[src/hw/rtl/eph_pkg.sv]
// Shared types and constants for the Ethernet/IPv4 header field filter.
package eph_pkg;

   localparam int unsigned POS_W      = 11;
   localparam int unsigned IHL_W      = 4;
   localparam int unsigned FIELD_CNT  = 6;
   localparam int unsigned CSR_DATA_W = 64;
   localparam int unsigned CSR_ADDR_W = 6;
   localparam int unsigned CSR_IDX_W  = 3;

   localparam logic [POS_W-1:0] POS_MAX    = 11'd2047;
   localparam logic [POS_W-1:0] DST_MAC_AT = 11'd0;
   localparam logic [POS_W-1:0] SRC_MAC_AT = 11'd6;
   localparam logic [POS_W-1:0] SRC_IP_AT  = 11'd26;
   localparam logic [POS_W-1:0] DST_IP_AT  = 11'd30;
   localparam logic [POS_W-1:0] L2_BYTES   = 11'd14;
   localparam logic [POS_W-1:0] MAC_BYTES  = 11'd6;
   localparam logic [POS_W-1:0] IP_BYTES   = 11'd4;

   // Bit positions in the enable and coverage vectors
   localparam int unsigned FLD_SRC_MAC  = 0;
   localparam int unsigned FLD_DST_MAC  = 1;
   localparam int unsigned FLD_SRC_IP   = 2;
   localparam int unsigned FLD_DST_IP   = 3;
   localparam int unsigned FLD_SRC_PORT = 4;
   localparam int unsigned FLD_DST_PORT = 5;

   typedef enum logic [CSR_IDX_W-1:0] {
      REG_MATCH_ENABLES = 3'd0,
      REG_WANT_SRC_MAC  = 3'd1,
      REG_WANT_DST_MAC  = 3'd2,
      REG_WANT_SRC_IP   = 3'd3,
      REG_WANT_DST_IP   = 3'd4,
      REG_WANT_SRC_PORT = 3'd5,
      REG_WANT_DST_PORT = 3'd6
   } reg_index_type;

   typedef struct packed {
      logic [3:0]  match_enables;
      logic [47:0] want_src_mac;
      logic [47:0] want_dst_mac;
      logic [31:0] want_src_ip;
      logic [31:0] want_dst_ip;
      logic [15:0] want_src_port;
      logic [15:0] want_dst_port;
   } filter_cfg_type;

   typedef struct packed {
      logic drop;
      logic truncated;
   } verdict_type;

endpackage

[src/hw/rtl/eph_channels.sv]
// Valid/ready channel interfaces for frame bytes in and verdicts out.
interface eph_req_if;
   import eph_pkg::*;
   logic       valid;
   logic       ready;
   logic [7:0] frame_byte;
   logic       end_of_frame;

   modport source (output valid, output frame_byte, output end_of_frame, input ready);
   modport sink   (input valid, input frame_byte, input end_of_frame, output ready);
endinterface

interface eph_rsp_if;
   import eph_pkg::*;
   logic valid;
   logic ready;
   logic drop;
   logic truncated;

   modport source (output valid, output drop, output truncated, input ready);
   modport sink   (input valid, input drop, input truncated, output ready);
endinterface

[src/hw/rtl/eph_csr.sv]
// APB-style register file holding the filter match configuration.
module eph_csr
   import eph_pkg::*;
(
   input  logic                  clock,
   input  logic                  reset,
   input  logic                  csr_psel,
   input  logic                  csr_penable,
   input  logic                  csr_pwrite,
   input  logic [CSR_ADDR_W-1:0] csr_paddr,
   input  logic [CSR_DATA_W-1:0] csr_pwdata,
   output logic [CSR_DATA_W-1:0] csr_prdata,
   output logic                  csr_pready,
   output filter_cfg_type        cfg
);

   filter_cfg_type          cfg_ff;
   logic [CSR_IDX_W-1:0]    reg_idx;
   logic                    wr_en;

   // Registers sit on 8-byte boundaries
   assign reg_idx    = csr_paddr[CSR_ADDR_W-1:CSR_ADDR_W-CSR_IDX_W];
   assign csr_pready = 1'b1;
   assign wr_en      = csr_psel && csr_penable && csr_pwrite && csr_pready;
   assign cfg        = cfg_ff;

   always_ff @(posedge clock) begin
      if (reset) begin
         cfg_ff <= '0;
      end else if (wr_en) begin
         unique case (reg_idx)
            REG_MATCH_ENABLES: cfg_ff.match_enables <= csr_pwdata[3:0];
            REG_WANT_SRC_MAC:  cfg_ff.want_src_mac  <= csr_pwdata[47:0];
            REG_WANT_DST_MAC:  cfg_ff.want_dst_mac  <= csr_pwdata[47:0];
            REG_WANT_SRC_IP:   cfg_ff.want_src_ip   <= csr_pwdata[31:0];
            REG_WANT_DST_IP:   cfg_ff.want_dst_ip   <= csr_pwdata[31:0];
            REG_WANT_SRC_PORT: cfg_ff.want_src_port <= csr_pwdata[15:0];
            REG_WANT_DST_PORT: cfg_ff.want_dst_port <= csr_pwdata[15:0];
            default: ;
         endcase
      end
   end

   always_comb begin
      unique case (reg_idx)
         REG_MATCH_ENABLES: csr_prdata = {60'd0, cfg_ff.match_enables};
         REG_WANT_SRC_MAC:  csr_prdata = {16'd0, cfg_ff.want_src_mac};
         REG_WANT_DST_MAC:  csr_prdata = {16'd0, cfg_ff.want_dst_mac};
         REG_WANT_SRC_IP:   csr_prdata = {32'd0, cfg_ff.want_src_ip};
         REG_WANT_DST_IP:   csr_prdata = {32'd0, cfg_ff.want_dst_ip};
         REG_WANT_SRC_PORT: csr_prdata = {48'd0, cfg_ff.want_src_port};
         REG_WANT_DST_PORT: csr_prdata = {48'd0, cfg_ff.want_dst_port};
         default:           csr_prdata = '0;
      endcase
   end

endmodule

[src/hw/rtl/eph_match.sv]
// Per-byte header compare: frame position, IHL capture, mismatch and coverage state.
module eph_match
   import eph_pkg::*;
(
   input  logic           clock,
   input  logic           reset,
   input  logic           step,
   input  logic [7:0]     frame_byte,
   input  logic           end_of_frame,
   input  filter_cfg_type cfg,
   output verdict_type    verdict
);

   logic [POS_W-1:0]     pos_ff, pos_in;
   logic [IHL_W-1:0]     ihl_ff, ihl_in;
   logic                 mismatch_ff, mismatch_in;
   logic [FIELD_CNT-1:0] covered_ff, covered_in;

   logic [IHL_W-1:0]     ihl_cur;
   logic [POS_W-1:0]     port_at;
   logic [POS_W-1:0]     off_smac, off_dmac, off_sip, off_dip, off_port;
   logic                 in_smac, in_dmac, in_sip, in_dip, in_sport, in_dport;
   logic [7:0]           exp_smac, exp_dmac, exp_sip, exp_dip, exp_sport, exp_dport;
   logic                 en_sport, en_dport;
   logic                 mis_now;
   logic [FIELD_CNT-1:0] cov_now, needed, covered_all;
   logic                 mismatch_all, trunc;

   function automatic logic [7:0] mac_byte(input logic [47:0] w, input logic [2:0] k);
      logic [7:0] b;
      unique case (k)
         3'd0:    b = w[47:40];
         3'd1:    b = w[39:32];
         3'd2:    b = w[31:24];
         3'd3:    b = w[23:16];
         3'd4:    b = w[15:8];
         3'd5:    b = w[7:0];
         default: b = '0;
      endcase
      return b;
   endfunction

   function automatic logic [7:0] ip_byte(input logic [31:0] w, input logic [1:0] k);
      logic [7:0] b;
      unique case (k)
         2'd0: b = w[31:24];
         2'd1: b = w[23:16];
         2'd2: b = w[15:8];
         2'd3: b = w[7:0];
      endcase
      return b;
   endfunction

   always_comb begin
      // IHL of the byte at offset 14 applies to that same byte
      ihl_cur  = (pos_ff == L2_BYTES) ? frame_byte[IHL_W-1:0] : ihl_ff;
      port_at  = L2_BYTES + {5'd0, ihl_cur, 2'b00};

      off_smac = pos_ff - SRC_MAC_AT;
      off_dmac = pos_ff - DST_MAC_AT;
      off_sip  = pos_ff - SRC_IP_AT;
      off_dip  = pos_ff - DST_IP_AT;
      off_port = pos_ff - port_at;

      in_smac  = (pos_ff >= SRC_MAC_AT) && (off_smac < MAC_BYTES);
      in_dmac  = (off_dmac < MAC_BYTES);
      in_sip   = (pos_ff >= SRC_IP_AT) && (off_sip < IP_BYTES);
      in_dip   = (pos_ff >= DST_IP_AT) && (off_dip < IP_BYTES);
      in_sport = (pos_ff >= port_at) && (off_port[POS_W-1:1] == '0);
      in_dport = (pos_ff >= port_at) && (off_port[POS_W-1:1] == 10'd1);

      exp_smac  = mac_byte(cfg.want_src_mac, off_smac[2:0]);
      exp_dmac  = mac_byte(cfg.want_dst_mac, off_dmac[2:0]);
      exp_sip   = ip_byte(cfg.want_src_ip, off_sip[1:0]);
      exp_dip   = ip_byte(cfg.want_dst_ip, off_dip[1:0]);
      exp_sport = off_port[0] ? cfg.want_src_port[7:0] : cfg.want_src_port[15:8];
      exp_dport = off_port[0] ? cfg.want_dst_port[7:0] : cfg.want_dst_port[15:8];

      en_sport = (cfg.want_src_port != '0);
      en_dport = (cfg.want_dst_port != '0);

      mis_now = (in_smac && cfg.match_enables[FLD_SRC_MAC] && exp_smac != frame_byte)
             || (in_dmac && cfg.match_enables[FLD_DST_MAC] && exp_dmac != frame_byte)
             || (in_sip && cfg.match_enables[FLD_SRC_IP] && exp_sip != frame_byte)
             || (in_dip && cfg.match_enables[FLD_DST_IP] && exp_dip != frame_byte)
             || (in_sport && en_sport && exp_sport != frame_byte)
             || (in_dport && en_dport && exp_dport != frame_byte);

      // Mark a field covered on its last byte
      cov_now = '0;
      cov_now[FLD_SRC_MAC]  = (pos_ff == SRC_MAC_AT + MAC_BYTES - 11'd1);
      cov_now[FLD_DST_MAC]  = (pos_ff == DST_MAC_AT + MAC_BYTES - 11'd1);
      cov_now[FLD_SRC_IP]   = (pos_ff == SRC_IP_AT + IP_BYTES - 11'd1);
      cov_now[FLD_DST_IP]   = (pos_ff == DST_IP_AT + IP_BYTES - 11'd1);
      cov_now[FLD_SRC_PORT] = (pos_ff == port_at + 11'd1);
      cov_now[FLD_DST_PORT] = (pos_ff == port_at + 11'd3);

      mismatch_all = mismatch_ff | mis_now;
      covered_all  = covered_ff | cov_now;

      needed = {en_dport, en_sport, cfg.match_enables};
      trunc  = |(needed & ~covered_all);

      verdict.drop      = mismatch_all | trunc;
      verdict.truncated = trunc;

      if (end_of_frame) begin
         pos_in      = '0;
         ihl_in      = '0;
         mismatch_in = 1'b0;
         covered_in  = '0;
      end else begin
         pos_in      = (pos_ff < POS_MAX) ? pos_ff + 11'd1 : pos_ff;
         ihl_in      = ihl_cur;
         mismatch_in = mismatch_all;
         covered_in  = covered_all;
      end
   end

   always_ff @(posedge clock) begin
      if (reset) begin
         pos_ff      <= '0;
         ihl_ff      <= '0;
         mismatch_ff <= 1'b0;
         covered_ff  <= '0;
      end else if (step) begin
         pos_ff      <= pos_in;
         ihl_ff      <= ihl_in;
         mismatch_ff <= mismatch_in;
         covered_ff  <= covered_in;
      end
   end

endmodule

[src/hw/rtl/ethernet_ip_port_header_filter_top.sv]
// Top level: input byte register, header compare, verdict register and APB registers.
// The rsp verdict register loads as the end-of-frame byte leaves the input register.
// Throughput: one frame byte per cycle, set by the single input register feeding the
// compare logic; only a stalled verdict with a second end-of-frame byte waiting holds req.
// Reset (synchronous, active high) zeroes valid, match and config state for a new frame.
module ethernet_ip_port_header_filter_top
   import eph_pkg::*;
(
   input  logic                  clock,
   input  logic                  reset,
   eph_req_if.sink               req,
   eph_rsp_if.source             rsp,
   input  logic                  csr_psel,
   input  logic                  csr_penable,
   input  logic                  csr_pwrite,
   input  logic [CSR_ADDR_W-1:0] csr_paddr,
   input  logic [CSR_DATA_W-1:0] csr_pwdata,
   output logic [CSR_DATA_W-1:0] csr_prdata,
   output logic                  csr_pready
);

   filter_cfg_type cfg;
   verdict_type    verdict;

   logic       s1_valid_ff;
   logic [7:0] s1_byte_ff;
   logic       s1_eof_ff;
   logic       rsp_valid_ff;
   logic       drop_ff;
   logic       trunc_ff;
   logic       out_free;
   logic       s1_go;

   eph_csr u_csr (
      .clock       (clock),
      .reset       (reset),
      .csr_psel    (csr_psel),
      .csr_penable (csr_penable),
      .csr_pwrite  (csr_pwrite),
      .csr_paddr   (csr_paddr),
      .csr_pwdata  (csr_pwdata),
      .csr_prdata  (csr_prdata),
      .csr_pready  (csr_pready),
      .cfg         (cfg)
   );

   eph_match u_match (
      .clock        (clock),
      .reset        (reset),
      .step         (s1_go),
      .frame_byte   (s1_byte_ff),
      .end_of_frame (s1_eof_ff),
      .cfg          (cfg),
      .verdict      (verdict)
   );

   // Only an end-of-frame byte needs room in the verdict register
   assign out_free  = !rsp_valid_ff || rsp.ready;
   assign s1_go     = s1_valid_ff && (!s1_eof_ff || out_free);
   assign req.ready = !s1_valid_ff || s1_go;

   assign rsp.valid     = rsp_valid_ff;
   assign rsp.drop      = drop_ff;
   assign rsp.truncated = trunc_ff;

   always_ff @(posedge clock) begin
      if (reset) begin
         s1_valid_ff <= 1'b0;
      end else if (req.ready) begin
         s1_valid_ff <= req.valid;
      end
   end

   always_ff @(posedge clock) begin
      if (req.ready && req.valid) begin
         s1_byte_ff <= req.frame_byte;
         s1_eof_ff  <= req.end_of_frame;
      end
   end

   always_ff @(posedge clock) begin
      if (reset) begin
         rsp_valid_ff <= 1'b0;
      end else if (s1_go && s1_eof_ff) begin
         rsp_valid_ff <= 1'b1;
      end else if (rsp.ready) begin
         rsp_valid_ff <= 1'b0;
      end
   end

   always_ff @(posedge clock) begin
      if (s1_go && s1_eof_ff) begin
         drop_ff  <= verdict.drop;
         trunc_ff <= verdict.truncated;
      end
   end

   a_eof_gives_verdict: assert property (@(posedge clock) disable iff (reset)
      s1_go && s1_eof_ff |=> rsp_valid_ff)
      else $error("end-of-frame transaction did not load a verdict");

   a_trunc_implies_drop: assert property (@(posedge clock) disable iff (reset)
      rsp_valid_ff |-> (!trunc_ff || drop_ff))
      else $error("truncated verdict without drop");

   a_stall_only_on_full: assert property (@(posedge clock) disable iff (reset)
      !req.ready |-> (s1_valid_ff && s1_eof_ff && rsp_valid_ff && !rsp.ready))
      else $error("input held without a blocked verdict");

   a_no_verdict_from_mid_frame: assert property (@(posedge clock) disable iff (reset)
      !rsp_valid_ff && !(s1_go && s1_eof_ff) |=> !rsp_valid_ff)
      else $error("verdict raised without an end-of-frame transaction");

endmodule
[src/flat_wrapper.sv]
// flat-port wrapper written by rule: the top's interface ports become plain ports
module ethernet_ip_port_header_filter_top_flat import eph_pkg::*;
  (clock, reset, csr_psel, csr_penable, csr_pwrite, csr_paddr, csr_pwdata, csr_prdata, csr_pready, req_valid, req_frame_byte, req_end_of_frame, req_ready, rsp_valid, rsp_drop, rsp_truncated, rsp_ready);
  eph_req_if req_i ();
  eph_rsp_if rsp_i ();
  input  logic clock;
  input  logic reset;
  input  logic csr_psel;
  input  logic csr_penable;
  input  logic csr_pwrite;
  input  logic [CSR_ADDR_W-1:0] csr_paddr;
  input  logic [CSR_DATA_W-1:0] csr_pwdata;
  output logic [CSR_DATA_W-1:0] csr_prdata;
  output logic csr_pready;
  input wire logic [$bits(req_i.valid)-1:0] req_valid;
  input wire logic [$bits(req_i.frame_byte)-1:0] req_frame_byte;
  input wire logic [$bits(req_i.end_of_frame)-1:0] req_end_of_frame;
  output wire logic [$bits(req_i.ready)-1:0] req_ready;
  output wire logic [$bits(rsp_i.valid)-1:0] rsp_valid;
  output wire logic [$bits(rsp_i.drop)-1:0] rsp_drop;
  output wire logic [$bits(rsp_i.truncated)-1:0] rsp_truncated;
  input wire logic [$bits(rsp_i.ready)-1:0] rsp_ready;
  assign req_i.valid = req_valid;
  assign req_i.frame_byte = req_frame_byte;
  assign req_i.end_of_frame = req_end_of_frame;
  assign req_ready = req_i.ready;
  assign rsp_valid = rsp_i.valid;
  assign rsp_drop = rsp_i.drop;
  assign rsp_truncated = rsp_i.truncated;
  assign rsp_i.ready = rsp_ready;
  ethernet_ip_port_header_filter_top u_core (.clock(clock), .reset(reset), .req(req_i), .rsp(rsp_i), .csr_psel(csr_psel), .csr_penable(csr_penable), .csr_pwrite(csr_pwrite), .csr_paddr(csr_paddr), .csr_pwdata(csr_pwdata), .csr_prdata(csr_prdata), .csr_pready(csr_pready));
endmodule
[config.mk]
export PLATFORM = sky130hd
export DESIGN_NAME = ethernet_ip_port_header_filter_top_flat
export DESIGN_NICKNAME = d
export VERILOG_FILES = /design/src/hw/rtl/eph_pkg.sv /design/src/hw/rtl/eph_channels.sv /design/src/hw/rtl/eph_csr.sv /design/src/hw/rtl/eph_match.sv /design/src/hw/rtl/ethernet_ip_port_header_filter_top.sv /design/src/flat_wrapper.sv
export SDC_FILE = /design/constraint.sdc
export NUM_CORES = 1
export LEC_CHECK = 0
export ABC_AREA = 1
export BUFFER_PORTS_ARGS = -buffer_cell sky130_fd_sc_hd__buf_2
export CAP_MARGIN = 20
export CORE_UTILIZATION = 24
export CTS_CLUSTER_SIZE = 28
export DETAILED_ROUTE_END_ITERATION = 12
export PLACE_DENSITY = 0.48
export SLEW_MARGIN = 20
export SYNTH_ARGS = -nofsm -noshare
export SYNTH_HDL_FRONTEND = slang
export SYNTH_SLANG_ARGS = --single-unit
export TNS_END_PERCENT = 10
[constraint.sdc]
create_clock -name clock -period 5.7 [get_ports clock]
set_input_delay 1.14 -clock clock [delete_from_list [all_inputs] [get_ports clock]]
set_output_delay 1.14 -clock clock [all_outputs]
set_load 0.01 [all_outputs]
**After elaboration in Yosys (flattened, before gate mapping)**

Cells that the tools add are included.

- Output and inout bits: 69
- Bits in registers: 231
- Logic and storage cells: 142

- Equal/unequal tests: 36
- Bitwise logic cells: 5
- Reductions and logical operators: 52
- Order comparisons: 9
- Multiplexer cells: 15
- $add $sub $neg: 8

Operator list:

| kind | count |
|---|---|
| case mux 48 bit (7 select lines) | 1 |
| case mux 8 bit (6 select lines) | 2 |
| case mux 8 bit (4 select lines) | 2 |
| != test 8 bit | 6 |
| less-than comparator 11 x 3 -> 1 bit, second input constant | 4 |
| nonzero test 16 bit | 2 |
| equality test 11 x 4 -> 1 bit, second input constant | 2 |
| equality test 11 x 8 -> 1 bit | 2 |
| >= comparator 11 x 5 -> 1 bit, second input constant | 2 |
| logical AND 1 bit | 22 |
| two-way mux 11 bit | 2 |
| subtractor 11 x 5 -> 11 bit, second input constant | 2 |
| equality test 3 bit, second input constant | 7 |
| equality test 3 x 2 -> 1 bit, second input constant | 6 |
| two-way mux 8 bit | 2 |
| AND reduction 2 bit | 8 |
| adder 11 x 1 -> 11 bit, second input constant | 1 |
| equality test 11 x 3 -> 1 bit, second input constant | 1 |
| equality test 11 x 5 -> 1 bit, second input constant | 1 |
| equality test 11 x 6 -> 1 bit, second input constant | 1 |
| >= comparator 11 x 3 -> 1 bit, second input constant | 1 |
| >= comparator 11 x 7 -> 1 bit | 1 |
| less-than comparator 11 bit, second input constant | 1 |
| subtractor 11 x 3 -> 11 bit, second input constant | 1 |
| 22 further kinds | 45 |

**Depth between registers and ports, before layout**

- Word-level depth: 12
- Mapped depth: 24

**Modules after synthesis**

Synthesis repeated with hierarchy kept, for this count alone.

- Cell total of the unflattened synthesis: 2518
- Area total of the unflattened synthesis: 14722.9 um2

By module, submodules not included:

| module | area each (um2) | times used | sequential area each (um2) | cells each |
|---|---|---|---|---|
| eph_csr | 9659.3 | 1 | 3923.8 | 1576 |
| eph_match | 4611.9 | 1 | 440.4 | 912 |
| ethernet_ip_port_header_filter_top | 451.7 | 1 | 370.4 | 30 |

**Worst setup path after synthesis**

Ideal clock, no wire load.

- Kind: input port to output port
- From: in csr_paddr[3]
- To: out csr_prdata[1]
- Stages: 6
- Data arrival time: 2.220 ns
- Buffers on the path: 2
- Setup slack: 2.340 ns
- Path through: inv_1 > nor3_1 > clkbuf_1 > buf_1 > a22oi_1 > o2111ai_1

- Word-level cells in the longest chain between the ends: 2
- Elaborated cells on any way between the ends: 8
- Those cells by class: eq/ne (6); mux (1); reduce/logical (1)

Ends and longest elaborated chain:

| item | line | text |
|---|---|---|
| from (decl) | flat_wrapper.sv:11 | `input logic [CSR_ADDR_W-1:0] csr_paddr;` |
| equality test 3 bit (tied with other cells) | eph_csr.sv:45 | `unique case (reg_idx)` |
| case mux 48 bit (7 select lines) * | eph_csr.sv:45 |  |
| to (decl) | flat_wrapper.sv:13 | `output logic [CSR_DATA_W-1:0] csr_prdata;` |

Mark *: on every way between the ends. The rest lies on a longest branch, timed or not.

**Worst setup path in the final report**

- From: in csr_paddr[4]
- To: out csr_prdata[12]

Same word-level chain as after synthesis.

==> qor.yml <==
yosys:
  synth_enable_flop_cells: 11
  synth_top_cells_by_count: "263 x o21ai_0, 257 x nand2_1, 230 x nor2_1"
  yosys.cell_types.count: 47
  syn-cell-area_sq_mm: 0.0123
  synthCells: 1783
  postSynthAreaPerCell_sq_um: 6.90
  flops_latches_synth: 231
  synth_seq_area_share_pct: 38.5
  dominantRegCellSynth: "dfxtp_1"
  synth_async_sr_flop_share_pct: 0
  ys.warnings.count: 0
  synth.largest_area_cell: "dfxtp_1"
  synth.most_common_cell: "o21ai_0"
  synthDominantCellAreaShare_pct: 35.8
  yosys-top-cells-area: "dfxtp_1 36%, o21ai_0 11%, nand2_1 7.8%"
placement:
  detailed_place.area_sq_mm: 0.0134
  place_hpwl_mm: 37.6
  port_buffers: 118
  gp_congestion: 0.902
timing:
  final-setup-viol-count: 0
  fin_crit_ns: 4.35
  max_freq_mhz: 230
  hold_violation_count_in_the_final_report: 0
  min_period_over_period_pct: 76.2
  final.setup_skew_ns: 0.0236
  rsz0062_at_grt: "false"
  timing_max_transition_violations_final: 0
  slew_headroom_pct: 34.2
  timing_worst_slew_pin_value_ns: 0.986
  final.setup.tns_ns: 0
drt:
  vias: 12700
  drtAntennaViolNets: 0
  avgRoutedWirePerCell_microns: 20.5
  first_pass_iters: 5
  overall_routed_net_length_mm: 52.0
  remaining_drc_errors: 0
  drt-initial-drc-count: 1274
  vias_per_cell: 5.00
final_layout:
  fill_cells: 5498
  fin_area_sq_mm: 0.0144
  multi_input_area_sq_mm: 0.00635
  sequential_cell_area_sq_mm: 0.00473
  layout.nets: 1949
  area_delta_synth_final_pct: 17.3
  final_util_pct: 28.6
  drive_gt1_share_pct: 11.9
die:
  rows: 82
  top_level_ports: 155
  design.core.area_sq_mm: 0.0504
  die_y_microns: 228
  start_util_pct: 24.4
  die_area_sq_mm: 0.0522
  die_width_microns: 228
grt:
  antenna_found_initial: 1
  grt_max_degree: 133
  grt_overflow_total: 0
  vias_in_the_first_global_route: 11900
  global_route_wire_length_before_repair_mm: 76.7
  grt_use_total_pct: 19.3
pwr:
  post_layout_total_power_uw: 3950
  p_leak_uw: 0.00577
  power.ir.vdd_worst_mv: 0.226
  powerDensity_mw_per_mm2: 274
setup_path:
  cp_data_required_time_ns: 4.56
  cp_num_buf_inv: 3
  slowest_stage: "inv_1"
  cp_data_arrival_time_ns: 3.21
  cp_top_family: "buffers and inverters"
  timing.critical_path.slowest_cell_delay_ns: 0.55
  timing.critical_path.from_type: "input port"
  worst-path-max-fanout: 15
  setup.worst_path.class: "input port to output pin"
  setup.worst_path.end_class: "output pin"
  critical_path.most_common_cell: "buf_2"
  timing.critical_path.cells: "buf_2 > nor2_1 > nand2_1 > inv_1 > a221oi_1 > o221ai_1 > buf_2"
clocking:
  tritoncts_num_sinks: 231
  tritoncts_clock_tree: "built"
  h-tree-depth: 1
  clock_root_buffer: "clkbuf_16"
  cts-resized-gates: 0
  cts.reportedPaths.clkPinSlew_ns: 0.06
  worstSkewPairLatency_ns: 0.58
  clock_path_buffers: 3
  cts_setup_buffers: 0
  cts_buffers: 28
  ctsHoldBuffers: 0
worst_hold_path:
  hold_path.class: "flop to flop"
flow_run:
  max_cap_viol_count: 0
outcome:
  run_status: "finished, final reports clean"
cell type report:
cell class / instances / share of cell area, %
Multi-Input combinational cell: 1248 / 44.0
Tap cell: 672 / 5.83
Sequential cell: 231 / 32.8
Antenna cell: 1 / 0.0173
Inverter: 206 / 5.37
Clock inverter: 13 / 1.47
Timing Repair Buffer: 133 / 4.90
Clock buffer: 37 / 5.58
sequential cells by signal, summed over array words and instances (netlist names):
register	flops
u_core.s1_byte_ff	8
u_core.u_match.pos_ff	11
u_core.rsp.truncated	1
u_core.s1_valid_ff	1
u_core.rsp.valid	1
u_core.u_csr.cfg	196
u_core.s1_eof_ff	1
u_core.rsp.drop	1
u_core.u_match.covered_ff	6
u_core.u_match.mismatch_ff	1
u_core.u_match.ihl_ff	4
worst reg2reg max path: stages, from the launching register on:
cell and delay (ns):
dfxtp_1 0.54, ha_1 0.59, nand2_1 0.18, nor2_4 0.16, nand2_4 0.08, nand2_1 0.08
nand2_2 0.08, ha_1 0.23, inv_1 0.10, nand3_1 0.14, ha_1 0.41, inv_1 0.08
nor3_1 0.21, a31oi_1 0.19, inv_1 0.10, o2111ai_1 0.12, a21oi_1 0.25, nand3_1 0.13
metrics by stage:
stage / std cells / hold slack (ns) / setup WS [ns]
4_1_cts: 2540 / 0.470 / 1.41
3_5_place_dp: 2490 / 0.461 / 1.41
6_report: 2541 / 0.467 / 1.35
3_3_place_gp: 2490 / 0.453 / 1.44
2_1_floorplan: 1798 / 0.439 / 2.34
5_1_grt: 2540 / 0.494 / 1.31
cell families after synthesis:
logic type	synth area share [%]
buffers and inverters	10.5
xor gates and xnor gates	2.63
DFF	38.5
adders and majority gates	1.53
other	0.0610
AOI/OAI and AO/OA	24.8
and+or+nand+nor	22.1
layout by cell type (no fill, tap or decap), drive strengths merged, types with 15 or more instances in the layout:
cell,synthesis,layout
a21oi,156,156
buf,33,133
clkbuf,80,37
conb,2,17
dfxtp,220,220
ha,15,15
inv,202,206
nand2,271,271
nand3,72,72
nand4,21,21
nor2,237,237
nor3,25,25
o21ai,266,266
o22ai,45,45
xor2,34,34
worst paths after layout:
check	slack, ns	end	cells after the start	from
setup / recovery	1.35	csr_prdata[12]	7	csr_paddr[4]
hold / removal	0.47	u_core.u_match.ihl_ff[1]	2	u_core.u_match.ihl_ff[1]
setup reg to reg	1.76	u_core.rsp.drop	17	u_core.u_match.pos_ff[1]
hold reg to reg	0.47	u_core.u_match.ihl_ff[1]	2	u_core.u_match.ihl_ff[1]
metal layers:
| metal | track usage (%) | up-vias | part of all wire [%] |
|---|---|---|---|
| met5 | 0 | - | 0 |
| met3 | 2.28 | 80 | 5.3 |
| met4 | 7.89 | 0 | 4.0 |
| met1 | 26.1 | 6088 | 46 |
| li1 | - | 6098 | - |
| met2 | 31.0 | 440 | 45 |
where the power goes:
group | total (uW) | internal [uW] | leakage (uW) | switching [uW]
logic | 268 | 72.1 | 0.00339 | 196
registers | 1680 | 1650 | 0.00188 | 27.6
clock network | 2000 | 1220 | 0.000495 | 780
total | 3950 | 2950 | 0.00577 | 1000
Note: power is estimated with default switching activity, not from simulation.
